File: src/nsv_pkg.sv
// Shared constants, codes and bundle types for the nearest-site Voronoi table.
// Used by nsv_cell and by the top level nearest_site_voronoi_table.
package nsv_pkg;

  // Table size and coordinate width
  localparam int MAX_SITES  = 64;
  localparam int COORD_BITS = 11;

  // Derived widths
  localparam int IDX_W   = (MAX_SITES > 1) ? $clog2(MAX_SITES) : 1;
  localparam int CNT_W   = $clog2(MAX_SITES + 1);
  localparam int SQ_W    = 2 * COORD_BITS;
  localparam int DIST_W  = SQ_W + 1;
  localparam int COLOR_W = 32;
  localparam int RAD_W   = 8;
  localparam int R2_W    = 2 * RAD_W;
  localparam int CMP_W   = DIST_W + R2_W;

  // Result and configuration field widths
  localparam int OUT_IDX_W  = 6;
  localparam int OUT_CNT_W  = 7;
  localparam int STATUS_W   = 3;
  localparam int CFG_IDX_W  = 2;
  localparam int CFG_DATA_W = 32;

  // Register reset values
  localparam logic [COLOR_W-1:0] BG_RESET     = COLOR_W'(255);
  localparam logic [RAD_W-1:0]   RADIUS_RESET = RAD_W'(5);

  // Register indexes
  localparam logic [CFG_IDX_W-1:0] REG_BG_COLOR   = CFG_IDX_W'(0);
  localparam logic [CFG_IDX_W-1:0] REG_PICK_RADIUS = CFG_IDX_W'(1);

  // Command codes
  localparam logic CMD_QUERY = 1'b0;
  localparam logic CMD_EDIT  = 1'b1;

  // Result status codes
  typedef enum logic [STATUS_W-1:0] {
    STAT_SITE       = 3'd0,
    STAT_BACKGROUND = 3'd1,
    STAT_REMOVED    = 3'd2,
    STAT_APPENDED   = 3'd3,
    STAT_FULL       = 3'd4
  } status_e;

  // One stored site
  typedef struct packed {
    logic [COORD_BITS-1:0] x;
    logic [COORD_BITS-1:0] y;
    logic [COLOR_W-1:0]    color;
  } site_t;

  // Running minimum that walks down the cell row
  typedef struct packed {
    logic               vld;
    logic               found;
    logic [DIST_W-1:0]  dsq;
    logic [IDX_W-1:0]   idx;
    logic [COLOR_W-1:0] color;
  } tok_t;

  // Broadcast control from the sequencer to every cell
  typedef struct packed {
    logic                  dist_en;
    logic                  shift_en;
    logic [IDX_W-1:0]      rem_idx;
    logic                  wr_en;
    logic [COORD_BITS-1:0] px;
    logic [COORD_BITS-1:0] py;
    logic [COLOR_W-1:0]    color;
    logic [CNT_W-1:0]      count;
  } cell_ctrl_t;

endpackage

File: src/nsv_cell.sv
// One cell of the site row: holds one site, its distance to the current
// position, and one stage of the running-minimum walk. Depends on nsv_pkg.
module nsv_cell (
  input  logic                     clk_i,
  input  logic                     rst_ni,
  input  logic [nsv_pkg::IDX_W-1:0] cell_idx_i,
  input  nsv_pkg::cell_ctrl_t      ctrl_i,
  input  nsv_pkg::tok_t            tok_i,
  output nsv_pkg::tok_t            tok_o,
  input  nsv_pkg::site_t           next_site_i,
  output nsv_pkg::site_t           site_o
);
  import nsv_pkg::*;

  site_t             site_q;
  logic [DIST_W-1:0] dist_q;
  logic [DIST_W-1:0] dist_d;
  logic [COORD_BITS-1:0] dx, dy;
  logic [SQ_W-1:0]   sqx, sqy;
  logic              occ;
  logic              take;
  tok_t              tok_q;
  tok_t              tok_d;

  // Squared distance from the broadcast position
  always_comb begin
    dx     = (ctrl_i.px > site_q.x) ? (ctrl_i.px - site_q.x) : (site_q.x - ctrl_i.px);
    dy     = (ctrl_i.py > site_q.y) ? (ctrl_i.py - site_q.y) : (site_q.y - ctrl_i.py);
    sqx    = SQ_W'(dx) * SQ_W'(dx);
    sqy    = SQ_W'(dy) * SQ_W'(dy);
    dist_d = DIST_W'(sqx) + DIST_W'(sqy);
  end

  // Take over the minimum when occupied and strictly closer
  always_comb begin
    occ   = CNT_W'(cell_idx_i) < ctrl_i.count;
    take  = tok_i.vld && occ && (!tok_i.found || (dist_q < tok_i.dsq));
    tok_d = tok_i;
    if (take) begin
      tok_d.found = 1'b1;
      tok_d.dsq   = dist_q;
      tok_d.idx   = cell_idx_i;
      tok_d.color = site_q.color;
    end
  end

  // Advance the token
  always_ff @(posedge clk_i or negedge rst_ni) begin
    if (!rst_ni) begin
      tok_q <= '0;
    end else begin
      tok_q <= tok_d;
    end
  end

  // Hold distance and site contents
  always_ff @(posedge clk_i) begin
    if (ctrl_i.dist_en) begin
      dist_q <= dist_d;
    end
    if (ctrl_i.shift_en && (cell_idx_i >= ctrl_i.rem_idx)) begin
      site_q <= next_site_i;
    end else if (ctrl_i.wr_en && (CNT_W'(cell_idx_i) == ctrl_i.count)) begin
      site_q.x     <= ctrl_i.px;
      site_q.y     <= ctrl_i.py;
      site_q.color <= ctrl_i.color;
    end
  end

  assign tok_o  = tok_q;
  assign site_o = site_q;

endmodule

File: config.mk
export PLATFORM = sky130hd
export DESIGN_NAME = nsv_cell
export DESIGN_NICKNAME = d
export VERILOG_FILES = /design/src/nsv_pkg.sv /design/src/nsv_cell.sv
export SDC_FILE = /design/constraint.sdc
export NUM_CORES = 1
export LEC_CHECK = 0
export BUFFER_PORTS_ARGS = -buffer_cell sky130_fd_sc_hd__buf_4
export CAP_MARGIN = 20
export CORE_MARGIN = 3
export CORE_UTILIZATION = 53
export DETAILED_ROUTE_END_ITERATION = 8
export PLACE_DENSITY = 0.8
export SYNTH_ARGS = -nofsm -noshare
export SYNTH_HDL_FRONTEND = slang
export SYNTH_SLANG_ARGS = --single-unit
File: constraint.sdc
create_clock -name clk_i -period 7.8 [get_ports clk_i]
set_input_delay 0.39 -clock clk_i [delete_from_list [all_inputs] [get_ports clk_i]]
set_output_delay 0.39 -clock clk_i [all_outputs]
set_load 0.05 [all_outputs]
==> run metrics <==
Total GRT Usage=approximately 30%; Seq cells post-synth=between 100 and 150; gpl congestion=approximately 1; largest net degree at the start of global routing=around 120; critical path arrival=~8000 ps; Max stage delay on crit path=approximately 540 ps; Syn Std Cell Area=0.01743 mm²; area of the core=between 0.03 and 0.04 mm²; leading area contributor after synthesis=fa_1; worst path required time=about 8000 ps; Async S/R FF share, synth=45.00%; vias in the first global route=about 17k; area growth from synthesis to layout=33.93%; layout cell share with drive strength beyond 1=roughly a third; Vias=about 16k; Worst setup EP type=flip-flop; Avg Vias per Cell=just under 6; Die Ht=187.4 µm; Worst Skew=about 25 ps; ys flop type=edfxtp_1; Yosys Warn Count=0; top post-synthesis cells by count=inv_1, ha_1, fa_1; num rows=65; Detail Route Antenna Nets=0; syn_area_per_cell=between 9 and 10 µm²; Final Hold Fails=0; Hold WC Path Type=in2async; slew at the pin closest to its max-slew limit=approximately 1200 ps; # fillers=2249; CTS tree=built; fin area=roughly 0.023 mm²; Final Util=around 73%; Synthesized Nets=2424; first-pass GRT wire length=between 80000 and 90000 µm; Initial Utilization=54.54%; met1 Usage GRT=35.86%; sequential share of the synthesized area=22.31%; count leader, synth=inv_1; Final Max Tran Viols=0; critical path's slowest cell=fa_1; NumNets Final=around 3k; Hold-fix buffers, CTS=0; pre-CTS setup slack=-451.6 ps; hpwl dp=about 40000 µm; top-area cell type share of the netlist area=between 10% and 20%; drt first pass iters=5; Clock Tree Buf Depth=2; final setup margin=-189.6 ps; initial antenna violation count=1; Top Usage Layer GRT=met2; GR Util met2=52.83%; status=finished with violations; DRT Wirelength=approximately 54000 µm; max_cap viols=0; Tmin final=~8000 ps; DIE AREA=between 0.03 and 0.04 mm²; CTS root buffer=clkbuf_16; GRT met3 Usage=roughly 5.4%; Detailed Route Iter0 Violations=~1.3k; Synth cell types=76; fmax=around 130 MHz; Synth area leaders=fa_1, edfxtp_1, ha_1, dfrtp_1, inv_1; Port Buf Inserts=roughly 310; worst setup path category=reg2reg; Max-slew headroom=21.41%; crit-path max FO=6; DRC violations left=0; worst skew pair latency=about 450 ps; failing checks=negative setup slack; placed inst area=approximately 0.022 mm²; Die W=between 150 and 200 µm; final worst-path cycle share=102.4%; Final setup violation count=7; total gr overflow=0; # H-tree levels=4; CTS sink count=140; Setup crit start kind=flip-flop; TritonCTS Buffers=17; area taken by flip-flops and latches=0.003889 mm²; most used cell along the critical path=fa_1; Post-synth EDFFs=77; RSZ-0062 raised after global routing=true; drt wl/cell=~19 µm; multi-input logic area=0.01255 mm²; clock-pin slew on the worst setup and hold paths=around 70 ps; Gate Count Post-Synth=around 1.9k; I/O pin count=roughly 310
==> layout make-up <==
type                    count  area share, %
flip-flops and latches    140          16.66
clock inverters             9         0.4127
multi-input cells        1314          53.77
well taps                 435          2.331
clock buffers              23          2.278
inverters                 324          5.263
repair buffers            585          19.27
diodes                      1        0.01072
==> layer usage <==
| metal | vias up | wire (µm) |
|---|---|---|
| met1 | 8017 | 20200 |
| met4 | 0 | 2757 |
| met2 | 781 | 27020 |
| li1 | 7398 | - |
| met5 | - | 0 |
| met3 | 173 | 3998 |
==> through the flow <==
| stage | hold WS, ps | setup TNS (ps) | cells |
|---|---|---|---|
| global route | 86.02 | -3561 | 2831 |
| finish | 42.95 | -681.3 | 2831 |
| CTS | 53.52 | -294.2 | 2815 |
| floorplan | 94.41 | -2088 | 1881 |
| global placement | 536.5 | -1781 | 2742 |
| detailed placement | 532.4 | -2828 | 2742 |
==> state kept, by name, indices dropped and copies added, names as in the netlist <==
register,count
tok_o,63
dist_q,23
site_o,54
==> worst max-delay path, delay by kind of cell, from the launching register on <==
family                   cells  cell delay (ps)
AO/OA/AOI/OAI                7             1330
flip-flops                   1              410
AND/OR/NAND/NOR              4              730
buffers and inverters       10              840
XOR/XNOR                     1              200
multiplexers                 1              290
adder cells (fa/ha/maj)      9             3910
==> what timing repair did <==
action	4_1_cts	5_1_grt
resized for setup	85	16
endpoints found under the setup margin	11	12
pin swaps	52	22
buffers inserted	41	15
==> cells in the final DEF (no fill, tap or decap), drive strengths merged, types with 10 or more instances in the layout <==
master / count
a21oi: 100
mux2: 55
buf: 585
and3: 10
nand4: 74
nand3: 70
nand2: 33
a221oi: 67
xor2: 15
xnor2: 27
clkbuf: 23
fa: 170
o21ai: 90
ha: 178
dfrtp: 63
nand2b: 87
or2: 20
inv: 325
and2: 68
mux2i: 12
nor3: 12
edfxtp: 77
a21o: 33
nor2: 105
o211ai: 11
==> cell families (layout without fill, tap and decap cells) <==
family | Yosys count | count (layout) | synth area share, %
mux | 67 | 67 | 4.285
flops | 140 | 140 | 22.31
fa+ha+maj | 348 | 348 | 32.30
buf+inv | 427 | 941 | 9.439
compound gates | 355 | 355 | 13.47
xor+xnor | 42 | 42 | 2.455
simple gates | 502 | 502 | 15.73
other cells | 0 | 1 | 0
==> worst paths after layout <==
path	from	to	slack [ps]	cells past startpoint
hold / removal	rst_ni	tok_o[31]$_DFF_PN0_	40	1
hold reg to reg	site_o[6]$_DFFE_PP_	tok_o[6]$_DFF_PN0_	560	2
setup reg to reg	site_o[47]$_DFFE_PP_	dist_q[20]$_DFFE_PP_	-190	32
min in group clk_i	tok_i[62]	tok_o[62]$_DFF_PN0_	120	1
setup / recovery	site_o[47]$_DFFE_PP_	dist_q[20]$_DFFE_PP_	-190	32
max in group asynchronous	rst_ni	tok_o[7]$_DFF_PN0_	7170	1
Power is left out: the tool's default activity adds up to more than one toggle a clock period on the data nets, which glitch-free logic cannot reach.
